## config.mk

```make
export PLATFORM = sky130hd
export DESIGN_NAME = class_queue_urgent_front_insert
export DESIGN_NICKNAME = d
export VERILOG_FILES = /design/src/rtl/cqu_pkg.sv /design/src/rtl/cqu_ram.sv /design/src/rtl/cqu_meta_store.sv /design/src/rtl/class_queue_urgent_front_insert.sv
export SDC_FILE = /design/constraint.sdc
export NUM_CORES = 2
export LEC_CHECK = 0
export BUFFER_PORTS_ARGS = -buffer_cell sky130_fd_sc_hd__buf_4
export CAP_MARGIN = 20
export CELL_PAD_IN_SITES_DETAIL_PLACEMENT = 2
export CELL_PAD_IN_SITES_GLOBAL_PLACEMENT = 2
export CORE_ASPECT_RATIO = 0.8
export CORE_MARGIN = 10
export CORE_UTILIZATION = 35
export DETAILED_ROUTE_END_ITERATION = 7
export PLACE_DENSITY_LB_ADDON = 0.1
export SKIP_LAST_GASP = 1
export SYNTH_ARGS = -nofsm -noshare
export SYNTH_HDL_FRONTEND = slang
export SYNTH_MEMORY_MAX_BITS = 65536
export SYNTH_SLANG_ARGS = --single-unit
```

## constraint.sdc

```tcl
create_clock -name clk -period 12.5 [get_ports clk]
set_input_delay 1.25 -clock clk [delete_from_list [all_inputs] [get_ports clk]]
set_output_delay 1.25 -clock clk [all_outputs]
set_load 0.005 [all_outputs]
```

## src/rtl/cqu_pkg.sv

```systemverilog
// Shared constants, codes and types for the per-class queue block.
// Used by cqu_meta_store and the top level under rtl; depends on nothing else.
`default_nettype none
package cqu_pkg;

	localparam int NUM_CLASSES = 32;
	localparam int QUEUE_DEPTH = 8;
	localparam int ID_BITS     = 16;

	// Fixed field widths of the ports.
	localparam int FIELD_ID_W  = 16;
	localparam int FIELD_CLS_W = 5;
	localparam int FIELD_CNT_W = 4;
	localparam int LIMIT_W     = 4;
	localparam logic [LIMIT_W-1:0] LIMIT_RESET = 4'd5;

	localparam int CLASS_AW   = (NUM_CLASSES > 1) ? $clog2(NUM_CLASSES) : 1;
	localparam int SLOT_W     = (QUEUE_DEPTH > 1) ? $clog2(QUEUE_DEPTH) : 1;
	localparam int CNT_W      = $clog2(QUEUE_DEPTH + 1);
	localparam int SUM_W      = ((SLOT_W > CNT_W) ? SLOT_W : CNT_W) + 1;
	localparam int ENTRY_AW   = CLASS_AW + SLOT_W;
	localparam int ENTRY_SLOTS = 1 << ENTRY_AW;
	localparam int STORE_ID_W = (ID_BITS < FIELD_ID_W) ? ID_BITS : FIELD_ID_W;
	localparam int ENTRY_W    = STORE_ID_W + 1;

	localparam logic [SLOT_W-1:0] LAST_SLOT = SLOT_W'(QUEUE_DEPTH - 1);

	localparam logic FUNC_ADD = 1'b0;
	localparam logic FUNC_POP = 1'b1;

	localparam logic [1:0] RES_ADDED    = 2'd0;
	localparam logic [1:0] RES_REJECTED = 2'd1;
	localparam logic [1:0] RES_POPPED   = 2'd2;
	localparam logic [1:0] RES_EMPTY    = 2'd3;

	typedef struct packed {
		logic [CNT_W-1:0]  cnt;
		logic [SLOT_W-1:0] head;
	} meta_t;

	typedef enum logic [1:0] {
		ST_IDLE,
		ST_LOOKUP,
		ST_FETCH
	} state_t;

endpackage
`default_nettype wire

```

## src/rtl/cqu_ram.sv

```systemverilog
// Generic single-write, single-read synchronous RAM with registered read data.
// Standalone; no package dependency.
`default_nettype none
module cqu_ram #(
	parameter int WIDTH = 8,
	parameter int DEPTH = 16
) (
	input  wire logic                                        clk,
	input  wire logic                                        we,
	input  wire logic [((DEPTH > 1) ? $clog2(DEPTH) : 1)-1:0] waddr,
	input  wire logic [WIDTH-1:0]                            wdata,
	input  wire logic                                        re,
	input  wire logic [((DEPTH > 1) ? $clog2(DEPTH) : 1)-1:0] raddr,
	output logic      [WIDTH-1:0]                            rdata
);

	logic [WIDTH-1:0] mem [DEPTH];

	always_ff @(posedge clk) begin
		if (we) begin
			mem[waddr] <= wdata;
		end
		// Read data holds while no read is issued.
		if (re) begin
			rdata <= mem[raddr];
		end
	end

endmodule
`default_nettype wire

```

## src/rtl/cqu_meta_store.sv

```systemverilog
// Per-class count and head store: a RAM plus one valid bit per class.
// Depends on cqu_pkg and cqu_ram.
`default_nettype none
module cqu_meta_store (
	input  wire logic                          clk,
	input  wire logic                          arst_n,
	input  wire logic                          rd_en,
	input  wire logic [cqu_pkg::CLASS_AW-1:0] rd_cls,
	output cqu_pkg::meta_t                     rd_meta,
	input  wire logic                          wr_en,
	input  wire logic [cqu_pkg::CLASS_AW-1:0] wr_cls,
	input  wire cqu_pkg::meta_t                wr_meta
);

	logic [cqu_pkg::NUM_CLASSES-1:0] vld_q;
	logic                            vld_s1;
	cqu_pkg::meta_t                  ram_rdata;

	cqu_ram #(
		.WIDTH($bits(cqu_pkg::meta_t)),
		.DEPTH(cqu_pkg::NUM_CLASSES)
	) u_ram (
		.clk  (clk),
		.we   (wr_en),
		.waddr(wr_cls),
		.wdata(wr_meta),
		.re   (rd_en),
		.raddr(rd_cls),
		.rdata(ram_rdata)
	);

	// A class that was never written reads as an empty queue with head zero.
	always_ff @(posedge clk or negedge arst_n) begin
		if (!arst_n) begin
			vld_q  <= '0;
			vld_s1 <= 1'b0;
		end else begin
			if (wr_en) begin
				vld_q[wr_cls] <= 1'b1;
			end
			if (rd_en) begin
				vld_s1 <= vld_q[rd_cls];
			end
		end
	end

	assign rd_meta = vld_s1 ? ram_rdata : '0;

endmodule
`default_nettype wire

```

## src/rtl/class_queue_urgent_front_insert.sv

```systemverilog
// Top level of the per-class bounded queues with urgent front insertion.
// Depends on cqu_pkg, cqu_ram and cqu_meta_store.
`default_nettype none
// One transaction is handled at a time. An add loads its result into the output register
// from the lookup state and a pop from the fetch state: the lookup state has the class's count
// and head from the class memory, and a pop then reads the front entry from the entry memory.
// The next transaction is accepted in the cycle after the result is loaded. A result
// waiting in the output register lets the next transaction start; that transaction
// finishes once the register is free. Counts reset to zero through per-class valid bits,
// so no clearing pass is needed after reset. The queue limit is taken as the smaller of
// the register value and the ring depth.
module class_queue_urgent_front_insert (
	input  wire logic        clk,
	input  wire logic        arst_n,
	input  wire logic        cfg_wr_en,
	input  wire logic [3:0]  cfg_wr_data,
	input  wire logic        in_valid,
	output logic             in_stall,
	input  wire logic        func,
	input  wire logic [4:0]  queue_index,
	input  wire logic [15:0] entry_id,
	input  wire logic        urgent,
	output logic             out_valid,
	input  wire logic        out_stall,
	output logic [1:0]       result_code,
	output logic [15:0]      out_id,
	output logic             out_urgent,
	output logic [3:0]       out_count
);

	cqu_pkg::state_t state_q, state_d;

	logic [cqu_pkg::LIMIT_W-1:0]     limit_q;
	logic                            func_q;
	logic [cqu_pkg::FIELD_CLS_W-1:0] cls_q;
	logic [cqu_pkg::STORE_ID_W-1:0]  id_q;
	logic                            urg_q;
	logic [cqu_pkg::CNT_W-1:0]       pop_cnt_q;

	logic                            out_valid_q;
	logic [1:0]                      code_q;
	logic [cqu_pkg::STORE_ID_W-1:0]  oid_q;
	logic                            ourg_q;
	logic [cqu_pkg::CNT_W-1:0]       ocnt_q;

	logic                            accept;
	logic                            out_free;
	logic [cqu_pkg::CLASS_AW-1:0]    cls_addr;
	cqu_pkg::meta_t                  meta_rd;
	cqu_pkg::meta_t                  meta_wr;
	logic                            meta_we;
	logic                            entry_we;
	logic                            entry_re;
	logic [cqu_pkg::ENTRY_AW-1:0]    entry_waddr;
	logic [cqu_pkg::ENTRY_AW-1:0]    entry_raddr;
	logic [cqu_pkg::ENTRY_W-1:0]     entry_rdata;

	logic                            out_load;
	logic [1:0]                      load_code;
	logic [cqu_pkg::STORE_ID_W-1:0]  load_id;
	logic                            load_urg;
	logic [cqu_pkg::CNT_W-1:0]       load_cnt;

	logic                            cls_bad;
	logic                            full;
	logic [cqu_pkg::SLOT_W-1:0]      head_prev;
	logic [cqu_pkg::SLOT_W-1:0]      head_next;
	logic [cqu_pkg::SUM_W-1:0]       tail_sum;
	logic [cqu_pkg::SLOT_W-1:0]      tail;

	assign accept   = in_valid && !in_stall;
	assign out_free = !out_valid_q || !out_stall;
	assign cls_addr = cqu_pkg::CLASS_AW'(cls_q);

	cqu_meta_store u_meta (
		.clk    (clk),
		.arst_n (arst_n),
		.rd_en  (accept),
		.rd_cls (cqu_pkg::CLASS_AW'(queue_index)),
		.rd_meta(meta_rd),
		.wr_en  (meta_we),
		.wr_cls (cls_addr),
		.wr_meta(meta_wr)
	);

	cqu_ram #(
		.WIDTH(cqu_pkg::ENTRY_W),
		.DEPTH(cqu_pkg::ENTRY_SLOTS)
	) u_entries (
		.clk  (clk),
		.we   (entry_we),
		.waddr(entry_waddr),
		.wdata({urg_q, id_q}),
		.re   (entry_re),
		.raddr(entry_raddr),
		.rdata(entry_rdata)
	);

	// Ring arithmetic on the head slot; the sum stays below twice the depth.
	always_comb begin
		cls_bad   = int'(cls_q) >= cqu_pkg::NUM_CLASSES;
		full      = (int'(meta_rd.cnt) >= int'(limit_q)) ||
		            (int'(meta_rd.cnt) >= cqu_pkg::QUEUE_DEPTH);
		head_prev = (meta_rd.head == '0) ? cqu_pkg::LAST_SLOT
		                                 : meta_rd.head - cqu_pkg::SLOT_W'(1);
		head_next = (meta_rd.head == cqu_pkg::LAST_SLOT) ? '0
		                                                 : meta_rd.head + cqu_pkg::SLOT_W'(1);
		tail_sum  = cqu_pkg::SUM_W'(meta_rd.head) + cqu_pkg::SUM_W'(meta_rd.cnt);
		tail      = (tail_sum >= cqu_pkg::SUM_W'(cqu_pkg::QUEUE_DEPTH))
		          ? cqu_pkg::SLOT_W'(tail_sum - cqu_pkg::SUM_W'(cqu_pkg::QUEUE_DEPTH))
		          : cqu_pkg::SLOT_W'(tail_sum);
	end

	assign entry_waddr = {cls_addr, urg_q ? head_prev : tail};
	assign entry_raddr = {cls_addr, meta_rd.head};

	always_comb begin
		state_d   = state_q;
		in_stall  = 1'b1;
		meta_we   = 1'b0;
		meta_wr   = meta_rd;
		entry_we  = 1'b0;
		entry_re  = 1'b0;
		out_load  = 1'b0;
		load_code = cqu_pkg::RES_REJECTED;
		load_id   = '0;
		load_urg  = 1'b0;
		load_cnt  = '0;

		case (state_q)
			cqu_pkg::ST_IDLE: begin
				in_stall = 1'b0;
				if (in_valid) begin
					state_d = cqu_pkg::ST_LOOKUP;
				end
			end
			cqu_pkg::ST_LOOKUP: begin
				if (cls_bad) begin
					load_code = (func_q == cqu_pkg::FUNC_POP) ? cqu_pkg::RES_EMPTY
					                                          : cqu_pkg::RES_REJECTED;
					if (out_free) begin
						out_load = 1'b1;
						state_d  = cqu_pkg::ST_IDLE;
					end
				end else if (func_q == cqu_pkg::FUNC_ADD) begin
					load_cnt = meta_rd.cnt;
					if (full) begin
						load_code = cqu_pkg::RES_REJECTED;
					end else begin
						load_code = cqu_pkg::RES_ADDED;
						load_cnt  = meta_rd.cnt + cqu_pkg::CNT_W'(1);
					end
					if (out_free) begin
						out_load = 1'b1;
						state_d  = cqu_pkg::ST_IDLE;
						if (!full) begin
							entry_we     = 1'b1;
							meta_we      = 1'b1;
							meta_wr.cnt  = load_cnt;
							meta_wr.head = urg_q ? head_prev : meta_rd.head;
						end
					end
				end else if (meta_rd.cnt == '0) begin
					load_code = cqu_pkg::RES_EMPTY;
					if (out_free) begin
						out_load = 1'b1;
						state_d  = cqu_pkg::ST_IDLE;
					end
				end else begin
					// The class state is updated now; the entry read completes next cycle.
					entry_re     = 1'b1;
					meta_we      = 1'b1;
					meta_wr.cnt  = meta_rd.cnt - cqu_pkg::CNT_W'(1);
					meta_wr.head = head_next;
					state_d      = cqu_pkg::ST_FETCH;
				end
			end
			cqu_pkg::ST_FETCH: begin
				load_code = cqu_pkg::RES_POPPED;
				load_id   = entry_rdata[cqu_pkg::STORE_ID_W-1:0];
				load_urg  = entry_rdata[cqu_pkg::ENTRY_W-1];
				load_cnt  = pop_cnt_q;
				if (out_free) begin
					out_load = 1'b1;
					state_d  = cqu_pkg::ST_IDLE;
				end
			end
			default: begin
				state_d = cqu_pkg::ST_IDLE;
			end
		endcase
	end

	always_ff @(posedge clk or negedge arst_n) begin
		if (!arst_n) begin
			state_q     <= cqu_pkg::ST_IDLE;
			limit_q     <= cqu_pkg::LIMIT_RESET;
			out_valid_q <= 1'b0;
		end else begin
			state_q <= state_d;
			if (cfg_wr_en) begin
				limit_q <= cfg_wr_data;
			end
			if (out_load) begin
				out_valid_q <= 1'b1;
			end else if (!out_stall) begin
				out_valid_q <= 1'b0;
			end
		end
	end

	always_ff @(posedge clk) begin
		if (accept) begin
			func_q <= func;
			cls_q  <= queue_index;
			id_q   <= entry_id[cqu_pkg::STORE_ID_W-1:0];
			urg_q  <= urgent;
		end
		if (entry_re) begin
			pop_cnt_q <= meta_wr.cnt;
		end
		if (out_load) begin
			code_q <= load_code;
			oid_q  <= load_id;
			ourg_q <= load_urg;
			ocnt_q <= load_cnt;
		end
	end

	assign out_valid   = out_valid_q;
	assign result_code = code_q;
	assign out_id      = cqu_pkg::FIELD_ID_W'(oid_q);
	assign out_urgent  = ourg_q;
	assign out_count   = cqu_pkg::FIELD_CNT_W'(ocnt_q);

endmodule
`default_nettype wire
```

Yosys cells after proc, flatten, opt, wreduce, memory -nomap -nowiden
Memories as Yosys holds them, arrays and structs flattened. A register that Yosys moved wholly into a read port is not among the register bits.
Cells that the tools add are included.

word-level totals
  flip-flop bits (word level) = 90
  memory bits (writable) = 4576
  output and inout port bits = 25
  logic and storage cells = 90
  memories kept = 2

memory list
  memory            words  bits a word  read ports  clocked after Yosys merged registers in  wr ports  line           source
  u_entries.mem     256    17           1           1                                        1         cqu_ram.sv:17  logic [WIDTH-1:0] mem [DEPTH];
  u_meta.u_ram.mem  32     7            1           1                                        1         cqu_ram.sv:17

operators by class
  add/subtract/negate cells = 6
  magnitude comparators = 6
  equality and inequality tests = 5
  multiplexer cells = 47
  bitwise operators = 1
  reductions and logical operators = 9

operators with widths
  cell                   number
  $mux W7                6
  $or A32 B32 Y32        1
  $mux W1                22
  $mux W3                5
  $lt A5 B6 Y1 const B   2
  $mux W2                6
  $mux W4                2
  $pmux W4 S2            1
  $pmux W2 S3            1
  $sub A3 B1 Y3 const B  2
  $add A3 B4 Y5          1
  $bmux W1 S5            1
  $demux W1 S5           1
  $ge A5 B1 Y1 const B   1
  $ge A5 B4 Y1 const B   1
  $add A4 B1 Y4 const B  1
  $ge A4 B4 Y1           1
  $ge A4 B4 Y1 const B   1
  $logic_not A4 Y1       1
  $pmux W2 S2            1
  $sub A4 B1 Y4 const B  1
  $add A3 B1 Y3 const B  1
  $eq A3 B3 Y1 const B   1
  $logic_not A3 Y1       1
  9 further kinds        12

Longest topological paths before layout
  word-level depth = 9
  gate-level depth with buffers = 17

Hierarchy
From an unflattened synthesis, not the netlist that was laid out.

unflattened totals
  cell total of the unflattened synthesis = 8498
  area, all modules = 183003.0 um2

modules (own cells, without submodules)
  module                           instances  cells an instance  area each (um2)  seq. area each (um2)
  cqu_ram at u_entries             1          7797               169874.2         131195.8
  cqu_ram at u_meta.u_ram          1          370                8903.5           6936.7
  class_queue_urgent_front_insert  1          200                2663.8           1679.1
  cqu_meta_store                   1          131                1561.5           825.8

Worst setup path after synthesis
Ideal clock, no wire load.

  path type = reg2reg
  from = reg urg_q
  to = mem u_entries.mem[105][0] in the netlist's numbering, enable pin
  data arrival time = 5.637 ns
  required time = 12.110 ns
  path slack = 6.472 ns
  stages on the path, launching flop included = 6
  path buffers = 1
  clock period less this slack = 6.028 ns
  cell sequence = edfxtp_1 o21ai_1 nor2b_1 nand2_1 clkbuf_1 nor2_1

on the way
  cells in the longest elaborated chain, start to end = 1

ends and longest elaborated chain
  element                 line                                    source
  from (decl)             class_queue_urgent_front_insert.sv:37   logic urg_q;
  from (signal assigned)  class_queue_urgent_front_insert.sv:217  urg_q <= urgent;
  $mux W3                 class_queue_urgent_front_insert.sv:114  assign entry_waddr = {cls_addr, urg_q ? head_prev : tail};
  to (decl)               cqu_ram.sv:17

Every way passes these cells.

Final worst setup path
  from = reg u_meta.vld_s1
  to = reg u_entries.rdata[13] (read register of u_entries.mem), data pin

on the way
  cells in the longest elaborated chain, start to end = 5

ends and longest elaborated chain
  element                 line                                    source
  from (decl)             cqu_meta_store.sv:16                    logic vld_s1;
  from (signal assigned)  cqu_meta_store.sv:42                    vld_s1 <= vld_q[rd_cls];
  $mux W7 *               cqu_meta_store.sv:47                    assign rd_meta = vld_s1 ? ram_rdata : '0;
  $logic_not A4 Y1        class_queue_urgent_front_insert.sv:163  end else if (meta_rd.cnt == '0) begin
  $mux W1                 class_queue_urgent_front_insert.sv:163
  $mux W1                 class_queue_urgent_front_insert.sv:145  end else if (func_q == cqu_pkg::FUNC_ADD) begin
  $mux W1                 class_queue_urgent_front_insert.sv:130  case (state_q)
  to (decl)               cqu_ram.sv:14                           output logic [WIDTH-1:0] rdata

Every way passes the cells marked *; elsewhere a longest branch is shown, timed or not.
A chain may end at the register's enable or synchronous reset.

==> results.ini <==
[run_status]
status = complete, no violations

[power_and_ir_drop]
power_leakage_nw = 68.2
sw_frac_of_total_pct = 31.5
p_switching_mw = 13.2
seq_power_share_pct = 44.0
vdd_drop_max_mv = 0.188
pwr-share-comb_pct = 20.1
p_total_mw = 41.9
power.density_mw_per_mm2 = 197
clock_power_share_pct = 35.9
internal-power_mw = 28.7

[final_layout]
fill_cells = 49900
area_growth_pct = 15.5
nets = 11600
drive_gt1_share_pct = 15.6
fin_util_pct = 40.5
final_cell_count_no_fill = 19000

[job]
maxCapViolations = 0

[route]
wl_per_cell_um = 38.9
drt_iter0_drc = 14200
drt_pass1_iterations = 7
ant_nets = 0
viasPerCell = 5.91
vias = 112000
route.detailed.drc = 0
wl_um = 736000

[worst_setup_path]
crit_cells = 13
r2r_cells = 13
path_class = reg -> reg
cp.arrival_ns = 8.48
cp-end-kind = register
crit_family = buffers and inverters
cpMostUsedCell = buf_4
critPathRequiredTime_ns = 13.30
critPathMaxFanout = 84
startpoint_type = register
crit_buf_inv = 6
path_cells = buf_4, nand2_8, inv_8, buf_12, buf_4, buf_4, mux2i_1, o221ai_1, o41ai_1, a31oi_1, buf_4, or4_1, or4b_1
cp_slowest_cell = buf_4
critPathMaxStageDelay_ns = 0.75

[timing]
max_freq_ghz = 0.130
clock_skew_ns = 0.0472
setup_viol = 0
finalCriticalPeriod_ns = 7.67
max_slew_margin_pct = 3.18
fin_setup_tns_ns = 0
hold_violations = 0
drv_slew = 0
rsz0062_at_grt = false
period_share_pct = 61.4
worst_slew_pin_slew_ns = 1.45

[clock_network]
postCtsHoldBufs = 0
cts_max_level = 6
numCtsBuffers = 521
cts.path.max_buffers = 4
cts_tree = built
cts_setup_buffers = 0
cts_sinks = 4690
clkTransAtPathRegs_ns = 0.06
root_buffer = clkbuf_16
clk_latency_ns = 1.09
cts_resized = 0

[grt]
grt_pass1_wl_um = 1000000
grt_antenna_before_repair = 87
grt_pass1_vias = 114000
grt_util_all_layers_pct = 25.6
grt_start_max_net_pins = 158
grt.overflow.total = 0

[yosys]
ys_ff_latch = 4690
yosysSeqAreaShare_pct = 76.3
synth_most_common_cell = edfxtp_1
synth_edf_count = 4650
synth_cells = 11200
yosys_most_used_dff = edfxtp_1
synth_commonest_cells = edfxtp_1 (4,650), nand2_1 (1,253), mux2i_1 (1,144)
yosysWarnings = 0
yosys.area.top_type = edfxtp_1
syn-num-nets = 11200
ys_top_cells_by_area = edfxtp_1 (76%), mux2i_1 (6.2%), nand2_1 (2.6%), o221ai_1 (1.5%), mux4_2 (1.2%)
synth_top_area_share_pct = 75.8
async_reset_ff_share_pct = 0.853
syn_area_mm2 = 0.184
synth_area_per_cell_um2 = 16.5
synth_cell_types = 76

[floorplan]
die_h_um = 669
core_mm2 = 0.525
pin_count = 57
fp-row-count = 238
chipWidth_um = 831
initial_core_util_pct = 35.1
dieArea_mm2 = 0.556

[placed_design]
hpwl_um = 458000
place.gp.congestion = 0.840
port_buffers = 56
dp.cells = 18000

[min_path]
hold_class = in -> async

## flip-flops by register name, summed over array words and instances, names as in the netlist, 4 cells and up
name	flops
out_count	4
u_meta.u_ram.mem	224
cls_addr	5
pop_cnt_q	4
limit_q	4
out_id	16
u_meta.vld_q	32
u_meta.u_ram.rdata	7
u_entries.mem	4352
u_entries.rdata	17
id_q	16
## cells by family (layout without fill, tap and decap cells)
family                   after synthesis  after routing  synth area share, %
flip-flops                          4690           4690                 76.3
AND/OR/NAND/NOR                     2190           2190                 5.16
AO/OA/AOI/OAI                       2089           2089                 8.24
multiplexers                        1394           1394                 8.32
buffers and inverters                787           1572                 1.82
adder cells (fa/ha/maj)               16             16                0.111
XOR/XNOR                               7              7               0.0333
other                                  0             35                    0
## placed cells by master (no fill, tap or decap), types with 23 or more instances in the layout
cell | Yosys | final
o22ai_1 | 56 | 55
nor3_1 | 39 | 37
a221o_1 | 54 | 54
a32oi_1 | 116 | 116
nand3_1 | 210 | 206
mux2_2 | 155 | 155
diode_2 | 0 | 35
clkbuf_16 | 0 | 542
mux4_2 | 95 | 95
clkinv_1 | 0 | 122
nor2_2 | 0 | 175
buf_12 | 0 | 29
clkinv_2 | 0 | 69
o221ai_1 | 326 | 325
nor2_1 | 319 | 127
a22oi_1 | 130 | 130
dfrtp_1 | 38 | 37
a32o_1 | 39 | 39
a22o_1 | 33 | 33
and2_1 | 24 | 23
nand4_1 | 25 | 25
o21ai_0 | 236 | 234
buf_8 | 0 | 68
clkbuf_1 | 439 | 117
and3_1 | 38 | 38
a21oi_1 | 255 | 253
nor2b_1 | 240 | 235
edfxtp_1 | 4650 | 4650
mux2i_1 | 1144 | 1144
nand2_1 | 1253 | 1232
o211ai_1 | 28 | 28
bufinv_16 | 0 | 30
buf_4 | 20 | 520
a211oi_1 | 273 | 273
o41ai_1 | 33 | 30
a31oi_1 | 276 | 265
a221oi_1 | 42 | 42
## cell type report
class,count,area [um2],area share [%]
Antenna cell,35,87.6,0.0411
Clock buffer,659,14000,6.57
Clock inverter,256,2140,1.01
Inverter,15,71.3,0.0335
Multi-Input combinational cell,5696,41300,19.4
Sequential cell,4690,141000,66.1
Tap cell,6960,8710,4.09
Timing Repair Buffer,642,5970,2.80
## power groups by stage
stage	Sequential [mW]	Combinational (mW)	Clock [mW]
2_1_floorplan	19.2	3.50	0
3_3_place_gp	18.7	8.20	0
3_5_place_dp	18.7	8.36	0
4_1_cts	18.4	8.38	15.3
5_1_grt	18.4	8.74	15.9
6_report	18.4	8.43	15.0
## stage by stage
step                      setup slack, ns  hold slack [ns]  cell area (um2)
after floorplan                      6.47            0.423           184000
after global placement               5.00            0.436           195000
after detailed placement             5.01            0.443           196000
after CTS                            5.01            0.121           212000
after global routing                 4.64            0.188           213000
final                                4.83            0.183           213000
## path summary, 6_finish.rpt
kind	startpoint	to	slack [ns]
setup / recovery	u_meta.vld_s1	u_entries.rdata[13]	4.83
hold / removal	arst_n	out_valid	0.18
setup reg to reg	u_meta.vld_s1	u_entries.rdata[13]	4.83
hold reg to reg	u_meta.vld_q[20]	u_meta.vld_q[20]	0.46
max in group asynchronous	arst_n	u_meta.vld_s1	11.81
min in group clk	entry_id[13]	id_q[13]	0.35
## worst reg2reg max path, stage by stage (launching register included)
cell and delay, ns:
dfrtp_4 0.68, buf_4 0.72, nand2_8 0.48, inv_8 0.66, buf_12 0.56, buf_4 1.02
buf_4 0.66, mux2i_1 0.27, o221ai_1 0.17, o41ai_1 0.41, a31oi_1 0.38, buf_4 0.31
or4_1 0.57, or4b_1 0.52
## routing by layer
metal	vias up	GRT usage, %	part of all wire (%)
li1	45300	-	-
met1	61200	38.2	45
met2	4623	38.6	44
met3	808	4.84	7.9
met4	16	6.48	2.7
met5	-	0	0.015
(Power assumes the default switching activity.)
